## src/mbd_pkg.sv

```systemverilog
// Shared types and constants of the multi-button debouncer
package mbd_pkg;

	localparam int RAW_WIDTH = 4;
	localparam int IDX_WIDTH = 2;
	localparam int CNT_WIDTH = 8;
	localparam int DUR_WIDTH = 16;
	localparam int CFG_WIDTH = 16;
	localparam int REG_IDX_WIDTH = 2;

	localparam int DEF_BUTTON_COUNT = 4;
	localparam int DEF_QUEUE_DEPTH = 4;

	localparam logic [CNT_WIDTH-1:0] STABLE_RESET = 8'd20;
	localparam logic [DUR_WIDTH-1:0] SHORT_RESET = 16'd60;
	localparam logic [DUR_WIDTH-1:0] LONG_RESET = 16'd400;

	localparam logic [REG_IDX_WIDTH-1:0] REG_STABLE = 2'd0;
	localparam logic [REG_IDX_WIDTH-1:0] REG_SHORT = 2'd1;
	localparam logic [REG_IDX_WIDTH-1:0] REG_LONG = 2'd2;

	localparam logic OP_SAMPLE = 1'b0;
	localparam logic OP_INJECT = 1'b1;

	typedef enum logic [1:0] {
		KIND_EVENT = 2'd0,
		KIND_ACCEPTED = 2'd1,
		KIND_REJECTED = 2'd2
	} kind_t;

	// one queued job: an inject verdict, or a set of flipped buttons
	typedef struct packed {
		kind_t kind;
		logic [IDX_WIDTH-1:0] btn;
		logic [RAW_WIDTH-1:0] flips;
		logic [RAW_WIDTH-1:0] levels;
	} mbd_entry_t;

endpackage

```

## src/mbd_front.sv

```systemverilog
// Front end: config registers, inject state and per-button debounce counters
module mbd_front import mbd_pkg::*; #(
	parameter int BUTTON_COUNT = DEF_BUTTON_COUNT
) (
	input  logic                     clk,
	input  logic                     arst_n,
	input  logic                     wr_en,
	input  logic [REG_IDX_WIDTH-1:0] wr_index,
	input  logic [CFG_WIDTH-1:0]     wr_data,
	input  logic                     accept,
	input  logic                     opcode,
	input  logic [RAW_WIDTH-1:0]     raw_levels,
	input  logic [IDX_WIDTH-1:0]     inject_button,
	input  logic                     inject_long,
	output logic                     push,
	output mbd_entry_t               push_entry
);

	localparam int Lanes = (BUTTON_COUNT < RAW_WIDTH) ? BUTTON_COUNT : RAW_WIDTH;

	logic [CNT_WIDTH-1:0] stable_q;
	logic [DUR_WIDTH-1:0] short_q;
	logic [DUR_WIDTH-1:0] long_q;

	logic [RAW_WIDTH-1:0] lvl_q;
	logic [RAW_WIDTH-1:0] lvl_nxt;
	logic [CNT_WIDTH-1:0] cnt_q [Lanes];
	logic [CNT_WIDTH-1:0] cnt_nxt [Lanes];
	logic [CNT_WIDTH-1:0] cnt_inc [Lanes];
	logic [RAW_WIDTH-1:0] inj_mask_q;
	logic [DUR_WIDTH-1:0] inj_rem_q;
	logic                 inj_active;
	logic [RAW_WIDTH-1:0] eff;
	logic [RAW_WIDTH-1:0] flips;

	assign inj_active = (inj_rem_q != '0);

	always_ff @(posedge clk or negedge arst_n) begin
		if (!arst_n) begin
			stable_q <= STABLE_RESET;
			short_q <= SHORT_RESET;
			long_q <= LONG_RESET;
		end else if (wr_en) begin
			unique case (wr_index)
				REG_STABLE: stable_q <= wr_data[CNT_WIDTH-1:0];
				REG_SHORT: short_q <= wr_data[DUR_WIDTH-1:0];
				REG_LONG: long_q <= wr_data[DUR_WIDTH-1:0];
				default: ;
			endcase
		end
	end

	always_comb begin
		eff = raw_levels | (inj_active ? inj_mask_q : '0);
		flips = '0;
		lvl_nxt = lvl_q;
		for (int i = 0; i < Lanes; i++) begin
			cnt_inc[i] = cnt_q[i] + 1'b1;
			if (eff[i] == lvl_q[i]) begin
				cnt_nxt[i] = '0;
			end else if (cnt_inc[i] >= stable_q) begin
				cnt_nxt[i] = '0;
				flips[i] = 1'b1;
				lvl_nxt[i] = ~lvl_q[i];
			end else begin
				cnt_nxt[i] = cnt_inc[i];
			end
		end
	end

	always_ff @(posedge clk or negedge arst_n) begin
		if (!arst_n) begin
			lvl_q <= '0;
			inj_mask_q <= '0;
			inj_rem_q <= '0;
			for (int i = 0; i < Lanes; i++) cnt_q[i] <= '0;
		end else if (accept) begin
			if (opcode == OP_INJECT) begin
				if (!inj_active) begin
					inj_mask_q <= RAW_WIDTH'(1) << inject_button;
					inj_rem_q <= inject_long ? long_q : short_q;
				end
			end else begin
				lvl_q <= lvl_nxt;
				for (int i = 0; i < Lanes; i++) cnt_q[i] <= cnt_nxt[i];
				if (inj_active) begin
					inj_rem_q <= inj_rem_q - 1'b1;
					if (inj_rem_q == DUR_WIDTH'(1)) inj_mask_q <= '0;
				end
			end
		end
	end

	always_comb begin
		push_entry.btn = inject_button;
		push_entry.flips = flips;
		push_entry.levels = lvl_nxt;
		if (opcode == OP_INJECT) begin
			push_entry.kind = inj_active ? KIND_REJECTED : KIND_ACCEPTED;
			push = accept;
		end else begin
			push_entry.kind = KIND_EVENT;
			push = accept && (flips != '0);
		end
	end

endmodule

```

## src/mbd_queue.sv

```systemverilog
// Short job queue between front and back end
module mbd_queue import mbd_pkg::*; #(
	parameter int DEPTH = DEF_QUEUE_DEPTH
) (
	input  logic       clk,
	input  logic       arst_n,
	input  logic       push,
	input  mbd_entry_t push_entry,
	input  logic       pop,
	output mbd_entry_t head,
	output logic       empty,
	output logic       full
);

	localparam int PtrWidth = (DEPTH > 1) ? $clog2(DEPTH) : 1;
	localparam int CntWidth = $clog2(DEPTH + 1);

	mbd_entry_t          slot_q [DEPTH];
	logic [PtrWidth-1:0] wr_ptr_q;
	logic [PtrWidth-1:0] rd_ptr_q;
	logic [CntWidth-1:0] count_q;

	assign empty = (count_q == '0);
	assign full = (count_q == CntWidth'(DEPTH));
	assign head = slot_q[rd_ptr_q];

	always_ff @(posedge clk) begin
		if (push) slot_q[wr_ptr_q] <= push_entry;
	end

	always_ff @(posedge clk or negedge arst_n) begin
		if (!arst_n) begin
			wr_ptr_q <= '0;
			rd_ptr_q <= '0;
			count_q <= '0;
		end else begin
			if (push) wr_ptr_q <= (wr_ptr_q == PtrWidth'(DEPTH - 1)) ? '0 : wr_ptr_q + 1'b1;
			if (pop) rd_ptr_q <= (rd_ptr_q == PtrWidth'(DEPTH - 1)) ? '0 : rd_ptr_q + 1'b1;
			if (push && !pop) count_q <= count_q + 1'b1;
			else if (pop && !push) count_q <= count_q - 1'b1;
		end
	end

endmodule

```

## src/mbd_back.sv

```systemverilog
// Back end: serialises jobs into beats, one per cycle unless stalled
module mbd_back import mbd_pkg::*; (
	input  logic                 clk,
	input  logic                 arst_n,
	input  mbd_entry_t           head,
	input  logic                 empty,
	output logic                 pop,
	output logic                 out_valid,
	input  logic                 out_stall,
	output logic [1:0]           kind,
	output logic [IDX_WIDTH-1:0] button_index,
	output logic                 pressed,
	output logic                 last
);

	logic [RAW_WIDTH-1:0] sent_q;
	logic [RAW_WIDTH-1:0] remaining;
	logic [RAW_WIDTH-1:0] sel_bit;
	logic [IDX_WIDTH-1:0] sel;
	logic                 last_evt;
	logic                 load;
	logic                 out_valid_q;
	logic [1:0]           kind_q;
	logic [IDX_WIDTH-1:0] idx_q;
	logic                 pressed_q;
	logic                 last_q;

	assign remaining = head.flips & ~sent_q;
	assign last_evt = ((remaining & (remaining - 1'b1)) == '0);

	always_comb begin
		sel = '0;
		for (int i = RAW_WIDTH - 1; i >= 0; i--) begin
			if (remaining[i]) sel = IDX_WIDTH'(i);
		end
	end

	assign sel_bit = RAW_WIDTH'(1) << sel;
	assign load = !empty && (!out_valid_q || !out_stall);
	assign pop = load && ((head.kind != KIND_EVENT) || last_evt);

	always_ff @(posedge clk or negedge arst_n) begin
		if (!arst_n) begin
			out_valid_q <= 1'b0;
			sent_q <= '0;
		end else begin
			if (load) out_valid_q <= 1'b1;
			else if (!out_stall) out_valid_q <= 1'b0;
			if (pop) sent_q <= '0;
			else if (load) sent_q <= sent_q | sel_bit;
		end
	end

	always_ff @(posedge clk) begin
		if (load) begin
			kind_q <= head.kind;
			if (head.kind == KIND_EVENT) begin
				idx_q <= sel;
				pressed_q <= head.levels[sel];
				last_q <= last_evt;
			end else begin
				idx_q <= head.btn;
				pressed_q <= 1'b0;
				last_q <= 1'b1;
			end
		end
	end

	assign out_valid = out_valid_q;
	assign kind = kind_q;
	assign button_index = idx_q;
	assign pressed = pressed_q;
	assign last = last_q;

endmodule

```

## src/multi_button_debouncer.sv

```systemverilog
// Multi-button debouncer top level
// Input channel (in_valid / in_stall): one beat is a sample tick carrying raw
// button levels, or a request to inject a short or long virtual press.
// Output channel (out_valid / out_stall): one beat per result. A sample gives
// one up/down event per debounced flip, lowest button first, none if nothing
// flipped; an inject gives one accepted or rejected beat. last marks the final
// beat of an input item.
// Config port (wr_en / wr_index / wr_data): stable_samples, short and long
// press durations; the user must write them only while idle (unchecked).
// The first result of a beat passes the job queue slot, then the output
// register. One input beat per cycle while the job queue has room, one result
// beat per cycle while out_stall is low; a sample with n flips holds the back
// end for its n event beats before it takes the next job.
// A stalled output keeps its beat; the front keeps taking items until the
// job queue fills, then raises in_stall.
// Reset clears all debounced levels, counters and any injected press, and
// loads the default thresholds (20, 60, 400).
module multi_button_debouncer import mbd_pkg::*; #(
	parameter int BUTTON_COUNT = DEF_BUTTON_COUNT,
	parameter int QUEUE_DEPTH = DEF_QUEUE_DEPTH
) (
	input  logic                     clk,
	input  logic                     arst_n,
	input  logic                     wr_en,
	input  logic [REG_IDX_WIDTH-1:0] wr_index,
	input  logic [CFG_WIDTH-1:0]     wr_data,
	input  logic                     in_valid,
	output logic                     in_stall,
	input  logic                     opcode,
	input  logic [RAW_WIDTH-1:0]     raw_levels,
	input  logic [IDX_WIDTH-1:0]     inject_button,
	input  logic                     inject_long,
	output logic                     out_valid,
	input  logic                     out_stall,
	output logic [1:0]               kind,
	output logic [IDX_WIDTH-1:0]     button_index,
	output logic                     pressed,
	output logic                     last
);

	logic       accept;
	logic       push;
	logic       pop;
	logic       empty;
	logic       full;
	mbd_entry_t push_entry;
	mbd_entry_t head;

	assign in_stall = full;
	assign accept = in_valid && !full;

	mbd_front #(
		.BUTTON_COUNT(BUTTON_COUNT)
	) u_front (
		.clk(clk),
		.arst_n(arst_n),
		.wr_en(wr_en),
		.wr_index(wr_index),
		.wr_data(wr_data),
		.accept(accept),
		.opcode(opcode),
		.raw_levels(raw_levels),
		.inject_button(inject_button),
		.inject_long(inject_long),
		.push(push),
		.push_entry(push_entry)
	);

	mbd_queue #(
		.DEPTH(QUEUE_DEPTH)
	) u_queue (
		.clk(clk),
		.arst_n(arst_n),
		.push(push),
		.push_entry(push_entry),
		.pop(pop),
		.head(head),
		.empty(empty),
		.full(full)
	);

	mbd_back u_back (
		.clk(clk),
		.arst_n(arst_n),
		.head(head),
		.empty(empty),
		.pop(pop),
		.out_valid(out_valid),
		.out_stall(out_stall),
		.kind(kind),
		.button_index(button_index),
		.pressed(pressed),
		.last(last)
	);

endmodule

```

## config.mk

```make
export PLATFORM = sky130hd
export DESIGN_NAME = multi_button_debouncer
export DESIGN_NICKNAME = d
export VERILOG_FILES = /design/src/mbd_pkg.sv /design/src/mbd_front.sv /design/src/mbd_queue.sv /design/src/mbd_back.sv /design/src/multi_button_debouncer.sv
export SDC_FILE = /design/constraint.sdc
export NUM_CORES = 1
export LEC_CHECK = 0
export BUFFER_PORTS_ARGS = -buffer_cell sky130_fd_sc_hd__buf_2
export CORE_MARGIN = 2
export CORE_UTILIZATION = 60
export CTS_BUF_LIST = sky130_fd_sc_hd__clkbuf_2 sky130_fd_sc_hd__clkbuf_4 sky130_fd_sc_hd__clkbuf_8
export CTS_CLUSTER_SIZE = 8
export DETAILED_ROUTE_END_ITERATION = 12
export PLACE_DENSITY = 0.78
export SETUP_SLACK_MARGIN = 0.02
export SLEW_MARGIN = 20
export SYNTH_ARGS = -nofsm -noshare
export SYNTH_HDL_FRONTEND = slang
export SYNTH_SLANG_ARGS = --single-unit
```

## constraint.sdc

```tcl
create_clock -name clk -period 5.02 [get_ports clk]
set_clock_uncertainty 0.1 [all_clocks]
set_input_delay 0.251 -clock clk [delete_from_list [all_inputs] [get_ports clk]]
set_output_delay 0.251 -clock clk [all_outputs]
set_load 0.02 [all_outputs]
```

==> results of run 1 <==
## stage by stage
step	total power [mW]	instances	instance area, µm²	hold slack (ns)	worst slack (ns)
2_1_floorplan	2.99	700	8320	-0.145	1.19
3_3_place_gp	3.28	902	8660	0.249	1.06
3_5_place_dp	3.39	902	8660	0.266	0.886
4_1_cts	4.36	954	9260	0.0933	0.879
5_1_grt	4.61	954	9260	0.121	0.685
6_report	4.33	954	9260	0.120	0.855
## worst max-delay path: cells and delay by family, from the launching register on
family	cells	cell delay (ns)
compound gates	3	1.41
fa+ha+maj	4	1.15
flops	1	0.44
simple gates	3	0.39
mux	1	0.28
xor+xnor	1	0.21
buf+inv	1	0.07
## kinds of logic after synthesis
kind of cell	after synthesis	share of synthesized area, %
adder cells (fa/ha/maj)	49	7.43
flip-flops	162	52.1
multiplexers	74	11.6
XOR/XNOR	31	3.45
AO/OA/AOI/OAI	108	8.25
buffers and inverters	46	2.47
AND/OR/NAND/NOR	230	14.7
## cell type report
class	instances	area [µm²]	area share, %
inverter	24	90.1	0.972
tap	180	225	2.43
sequential	162	4340	46.8
multi-input combinational	492	3780	40.8
clock buffer	22	290	3.13
timing repair buffer	64	438	4.73
clock inverter	10	108	1.16
## routing by layer
| layer | global-route usage (%) | vias up | wire length [µm] |
|---|---|---|---|
| li1 | - | 2676 | - |
| met1 | 33.0 | 2735 | 7630 |
| met2 | 42.2 | 135 | 8450 |
| met3 | 4.21 | 15 | 686 |
| met4 | 7.61 | 0 | 216 |
| met5 | 0 | - | 0 |
## worst paths after layout
path | from | cells past startpoint | slack (ns) | end
min | opcode | 3 | 0.12 | u_front.inj_mask_q[3]
max in group asynchronous | arst_n | 3 | 3.37 | u_front.cnt_q[15]
max reg2reg | u_front.cnt_q[8] | 13 | 0.85 | u_queue.count_q[1]
min reg2reg | u_back.sent_q[2] | 2 | 0.39 | u_back.sent_q[2]
min in group asynchronous | arst_n | 2 | 0.32 | u_queue.count_q[0]
max | u_front.cnt_q[8] | 13 | 0.85 | u_queue.count_q[1]
## registers in the layout, indices dropped and copies added (netlist names), 4 cells and up
name and cells:
u_front.lvl_q 4, u_front.long_q 16, u_front.short_q 16, u_front.cnt_q 32, u_back.sent_q 4, u_front.inj_mask_q 4
u_front.inj_rem_q 16, u_front.stable_q 8, u_queue.slot_q 48
## power by group through the flow
stage | sequential [mW] | combinational (mW) | clock [mW]
4_1_cts | 1.97 | 1.42 | 0.963
3_3_place_gp | 1.97 | 1.31 | 0
6_report | 1.97 | 1.42 | 0.942
2_1_floorplan | 1.94 | 1.05 | 0
5_1_grt | 2.02 | 1.57 | 1.02
3_5_place_dp | 2.00 | 1.39 | 0
## placed cells by master (no fill, tap or decap), drive strengths merged, types with 9 or more instances in the layout
cell         Yosys  routed
a21oi           26      26
and2             9       9
buf              7      44
clkbuf          15      22
dfrtp           99      99
dfstp            9       9
dlygate4sd3      0      20
edfxtp          54      54
ha              47      47
inv             23      24
mux2            52      52
mux2i           10      10
mux4            12      12
nand2           95      95
nand2b          11      11
nand3           30      30
nand4           26      26
nor2            23      23
o21ai           40      40
o22ai           11      11
xnor2           17      17
xor2            14      14
==> run_results.csv, run 1 <==
group,metric,value,unit
outcome,status,"finished, final reports clean",
power,vdd.ir_drop.worst,0.212,mV
route,vias_per_cell,5.83,
synth,synth-seq-area-share,52.1,%
worst_setup_path,max_stage_delay,0.65,ns
clocking,worst_skew_pair_later_pin_latency,0.45,ns
worst_setup_path,timing.critical_path.from_type,"register",
worst_setup_path,worstSetupPathType,"reg -> reg",
worst_setup_path,setup.worst_path.end_class,"register",
floorplanning,core-area,13700,µm²
route,drt_pre_antenna_iters,5,
global_route,initial_antenna_violation_count,0,
power,pwr-share-comb,32.7,%
finish,fillers,1004,
power,leakagePower,4.08,nW
sta,report.final.setup_viol,0,
synth,synth.most_common_cell,"sky130_fd_sc_hd__dfrtp_1",
clocking,clock_tree.root_cell,"sky130_fd_sc_hd__clkbuf_8",
worst_setup_path,critical_path_peak_fanout,9,
global_route,grt_max_degree,60,
sta,actual_transition_at_the_worst_max_transition_pin,0.911,ns
power,clkPwrFrac,21.7,%
placement,dp_hpwl,11900,µm
finish,post_route_cells_drive_above_1_share,22.1,%
sta,fin_crit_sh,83.0,%
global_route,number_of_global_route_vias_before_repair,5651,
synth,synth_top_cell_by_area,"sky130_fd_sc_hd__dfrtp_1",
route,count_of_nets_left_with_antenna_violations_after_detail_routing,0,
floorplanning,die_area,14800,µm²
worst_hold_path,min-delay-path-class,"in -> reg",
sta,timing.final.hold_violations,0,
clocking,numClockSinks,162,
global_route,grt_util_all_layers,24.9,%
sta,maxSlewHeadroom,39.3,%
clocking,htreeDepth,4,
synth,synth_top_area_share,29.8,%
finish,finalCoreUtilization,67.5,%
finish,area_delta_synth_final,11.4,%
clocking,clockBufferDepth,2,
synth,synth_cells,700,
power,p_switching,1.51,mW
route,detail_route.wl_per_cell,17.8,µm
route,drt_iter0_markers,447,
power,share_seq_of_total_power,45.5,%
worst_setup_path,cp_cell_sequence,"ha_1, nand3_1, nor2_1, xor2_1, ha_1, a21o_1, a221oi_2, nor2b_4, o41a_4, ha_1, inv_1, fa_1, mux2_2",
global_route,grt_first_pass_wirelength,28200,µm
floorplanning,die_height,122,µm
route,vias,5561,
worst_setup_path,slowest_stage_cell_crit_path,"sky130_fd_sc_hd__a221oi_2",
synth,ys_types,63,
floorplanning,fp-row-count,43,
floorplanning,die_width,122,µm
synth,synthTopCellsByArea,"sky130_fd_sc_hd__dfrtp_1 30%, sky130_fd_sc_hd__edfxtp_1 20%, sky130_fd_sc_hd__ha_1 7.1%, sky130_fd_sc_hd__mux2_2 6.8%, sky130_fd_sc_hd__nand2_1 4.3%",
sta,slew_violations,0,
synth,post_synthesis_net_count,779,
power,power.share.switching,34.9,%
finish,finalNetCount,840,
placement,finalWeightedCongestion,0.896,
clocking,cts_setup_buffers,0,
floorplanning,boundary_pin_count,39,
placement,io_buffers,38,
clocking,tritoncts_clock_tree,"yes",
worst_setup_path,crit_required,5.25,ns
clocking,holdBufCountCts,20,
power,power_per_cell_area,468,nW/µm²
floorplanning,start_util,60.6,%
synth,number_of_warnings_reported_in_the_yosys_synthesis_log,0,
synth,mappedNetlistArea,8320,µm²
synth,synth_common_cells,"99 x sky130_fd_sc_hd__dfrtp_1, 95 x sky130_fd_sc_hd__nand2_1, 54 x sky130_fd_sc_hd__edfxtp_1",
synth,dominantRegCellSynth,"sky130_fd_sc_hd__dfrtp_1",
clocking,tritoncts.num_buffers,17,
sta,grt_setup_unrepaired,"no",
synth,ys_seq_elements,162,
sta,final.setup.tns,0,ns
worst_setup_path,critPathArrivalTime,4.40,ns
clocking,clock_input_transition_at_the_sequential_cells_of_the_worst_setup_and_hold_paths,0.08,ns
synth,ys_async_sr_fraction,66.7,%
finish,antenna-diode-count,0,
flow_run,maxCapViolCount,0,
sta,period_minus_slack,4.17,ns
sta,timing.fmax,0.240,GHz
global_route,grt.overflow.total,0,
route,drc,0,
worst_setup_path,critical_path.most_common_cell,"sky130_fd_sc_hd__ha_1",
synth,synth_edf_count,54,
power,p_int,2.82,mW
synth,synth_area_per_cell,11.9,µm²
clocking,ctsResizeCount,0,
route,routed_wirelength,17000,µm
Power figures use the tool's default switching activity.
==> inputs of run 2 (changes only) <==
ABC_AREA = 1   (was unset)
clock period = 3.9 ns   (was 5.02 ns; I/O delays follow)
==> run 2 against run 1 <==
  * Combinational power grew 63%
  * Final cell count is 27% higher
  * Utilization rose by 1.1 points
  * Sequential share of layout area shrank 1.5 points
  * Hold slack got worse by 0.045 ns
  * Worst setup slack worse by 0.52 ns
  * Routed wire length increased by 1.5%
  * First-iteration DRC count rose by 27%
  * Total power rose by 40%
  * Via count grew 17%
  * Clock power rose by 24%
  * Register-to-register slack worse by 0.52 ns
  * Critical endpoint unchanged
  * Largest cell class unchanged
  * Highest routed layer unchanged
==> run_results.csv, run 2 <==
group,metric,value,unit
sta,hold_slack,0.0752,ns
global_route,grt_util_all_layers,24.6,%
floorplanning,die_height,124,µm
sta,timing.final.hold_violations,0,
floorplanning,boundary_pin_count,39,
global_route,grt_max_degree,49,
worst_setup_path,max_stage_delay,0.45,ns
worst_setup_path,slowest_stage_cell_crit_path,"sky130_fd_sc_hd__dfrtp_1",
floorplanning,fp-row-count,43,
synth,dominantRegCellSynth,"sky130_fd_sc_hd__dfrtp_1",
placement,post-place-cells,1160,
finish,area_delta_synth_final,11.6,%
worst_setup_path,crit_required,4.13,ns
floorplanning,start_util,61.5,%
sta,fin_crit_sh,91.5,%
synth,synth_edf_count,54,
synth,synth_cells,960,
finish,post_route_cells_drive_above_1_share,15.5,%
outcome,status,"finished, final reports clean",
global_route,grt_first_pass_wirelength,29100,µm
synth,ys_async_sr_fraction,66.7,%
sta,period_minus_slack,3.57,ns
synth,synth_area_per_cell,8.93,µm²
sta,actual_transition_at_the_worst_max_transition_pin,0.892,ns
clocking,clock_tree.root_cell,"sky130_fd_sc_hd__clkbuf_8",
worst_setup_path,cp_cell_sequence,"ha_1, nand2_1, xor2_1, inv_1, ha_1, a21oi_1, nor2_1, nor3_1, nand2_2, nand3_1, nand2_1, nor2_2, nand2_2, nand2_4, inv_2, ha_1, inv_1, fa_1, mux2_2",
finish,reg.largest.list,"u_queue.slot_q (48), u_front.cnt_q (32)",
worst_setup_path,timing.critical_path.from_type,"register",
clocking,numClockSinks,162,
flow_run,maxCapViolCount,0,
finish,fin_area,9570,µm²
finish,antenna-diode-count,0,
finish,largest_register_ff_count,48,
worst_setup_path,r2r_setup_slack,0.33,ns
synth,ys_seq_elements,162,
worst_hold_path,hold_depth,5,
placement,placement.cell_area,8930,µm²
sta,slew_violations,0,
finish,final_cell_mix,"192 x sky130_fd_sc_hd__nand2_1, 116 x sky130_fd_sc_hd__inv_1, 114 x sky130_fd_sc_hd__o21ai_0, 98 x sky130_fd_sc_hd__dfrtp_1, 88 x sky130_fd_sc_hd__nor2_1",
synth,synth_top_area_share,28.9,%
global_route,grt.overflow.total,0,
synth,number_of_warnings_reported_in_the_yosys_synthesis_log,0,
synth,synth-seq-area-share,50.6,%
synth,synth.most_common_cell,"sky130_fd_sc_hd__nand2_1",
sta,report.final.setup_viol,0,
clocking,clock_input_transition_at_the_sequential_cells_of_the_worst_setup_and_hold_paths,0.09,ns
clocking,worst_skew_pair_later_pin_latency,0.44,ns
synth,synth_top_cell_by_area,"sky130_fd_sc_hd__dfrtp_1",
worst_setup_path,critical_path.startpoint,"u_front.cnt_q[16]",
power,power_total,6.07,mW
sta,maxSlewHeadroom,40.4,%
worst_setup_path,critical_path.most_common_cell,"sky130_fd_sc_hd__ha_1",
synth,ys_types,51,
placement,finalWeightedCongestion,0.862,
synth,mappedNetlistArea,8570,µm²
placement,pre_cts_slack,0.276,ns
power,power_per_cell_area,634,nW/µm²
route,drt_pre_antenna_iters,5,
worst_setup_path,critPathArrivalTime,3.80,ns
clocking,clockBufferDepth,2,
clocking,htreeDepth,4,
route,count_of_nets_left_with_antenna_violations_after_detail_routing,0,
sta,post-route-worst-setup-slack,0.332,ns
finish,registers.top_by_ff_count,"u_queue.slot_q",
floorplanning,core-area,13900,µm²
placement,io_buffers,38,
synth,synthTopCellsByArea,"sky130_fd_sc_hd__dfrtp_1 29%, sky130_fd_sc_hd__edfxtp_1 19%, sky130_fd_sc_hd__nand2_1 8.4%, sky130_fd_sc_hd__ha_1 6.9%, sky130_fd_sc_hd__o21ai_0 6.7%",
worst_setup_path,worstSetupPathType,"reg -> reg",
sta,timing.fmax,0.280,GHz
worst_setup_path,timing.reg2reg.worst_path_depth,19,
clocking,tritoncts_clock_tree,"yes",
placement,dp_hpwl,11800,µm
route,routed_wirelength,17200,µm
floorplanning,die_width,124,µm
route,detail_route.wl_per_cell,14.2,µm
worst_setup_path,setup.worst_path.end_class,"register",
finish,most_common_cell_after_layout_fill_and_taps_aside,"sky130_fd_sc_hd__nand2_1",
finish,final_cell_count_no_fill,1215,
route,vias_per_cell,5.35,
route,drc,0,
worst_hold_path,min-delay-path-class,"in -> reg",
global_route,initial_antenna_violation_count,0,
floorplanning,die_area,15300,µm²
worst_setup_path,critical_path.reg2reg.startpoint,"u_front.cnt_q[16]",
global_route,number_of_global_route_vias_before_repair,6171,
route,vias,6499,
worst_setup_path,critical_path_peak_fanout,7,
power,vdd.ir_drop.worst,0.269,mV
finish,fillers,1111,
worst_setup_path,timing.critical_path.to,"u_queue.count_q[1]",
clocking,tritoncts.num_buffers,17,
synth,post_synthesis_net_count,1039,
power,leakagePower,4.60,nW
finish,finalNetCount,1101,
route,drt_iter0_markers,566,
worst_setup_path,worstReg2RegEnd,"u_queue.count_q[1]",
synth,synth_common_cells,"193 x sky130_fd_sc_hd__nand2_1, 116 x sky130_fd_sc_hd__inv_1, 114 x sky130_fd_sc_hd__o21ai_0",
run 2: per-stage QoR:
step	TNS, ns	utilization (%)
2_1_floorplan	0	-
3_3_place_gp	0	64.1
3_5_place_dp	0	64.1
4_1_cts	0	68.3
5_1_grt	-0.00961	68.7
6_report	0	68.7
run 2: cell type report:
type | instances | area [µm²] | area share [%]
Tap cell | 180 | 225 | 2.35
Sequential cell | 162 | 4340 | 45.3
Timing Repair Buffer | 70 | 483 | 5.05
Clock buffer | 24 | 299 | 3.13
Multi-Input combinational cell | 644 | 3670 | 38.3
Inverter | 127 | 479 | 5.01
Clock inverter | 8 | 78.8 | 0.824
run 2: metal layers:
metal  GRT usage (%)  part of all wire, %  up-vias
li1                -                    -     3290
met1            33.6                   47     3072
met2            41.0                   49      121
met3            3.46                  3.0       16
met4            7.53                  1.2        0
met5               0                    0        -
run 2: where the power goes:
part           switching [mW]  internal (mW)
clock                   0.595          0.576
combinational            1.49          0.827
sequential              0.316           2.26
run 2: worst max-delay path, delay by kind of cell (launching register included):
kind / cells / cell delay, ns
fa+ha+maj: 4 / 1.05
xor+xnor: 1 / 0.25
flops: 1 / 0.45
mux: 1 / 0.26
compound gates: 1 / 0.15
buf+inv: 3 / 0.22
simple gates: 9 / 0.96
run 2: worst min path at each step:
stage                                 endpoint      from  slack, ns
final                      u_queue.wr_ptr_q[0]  in_valid       0.08
after global routing       u_queue.wr_ptr_q[0]  in_valid       0.11
after CTS                  u_queue.wr_ptr_q[0]  in_valid       0.05
after detailed placement  u_front.inj_rem_q[8]    arst_n       0.17
after global placement    u_front.inj_rem_q[9]    arst_n       0.17
after floorplan               u_back.out_valid    arst_n      -0.20
run 2: cells by family after synthesis:
kind of cell | synth area share [%]
AOI/OAI and AO/OA | 13.5
xor gates and xnor gates | 2.55
adders and majority gates | 7.09
buffers and inverters | 7.05
DFF | 50.6
muxes | 0.248
and+or+nand+nor | 19.0
run 2: repair_timing:
item	CTS	global route
gates resized for setup	0	6
setup buffers	0	3
hold endpoints to repair	91	0
hold buffers	20	0
setup endpoints to repair	0	2
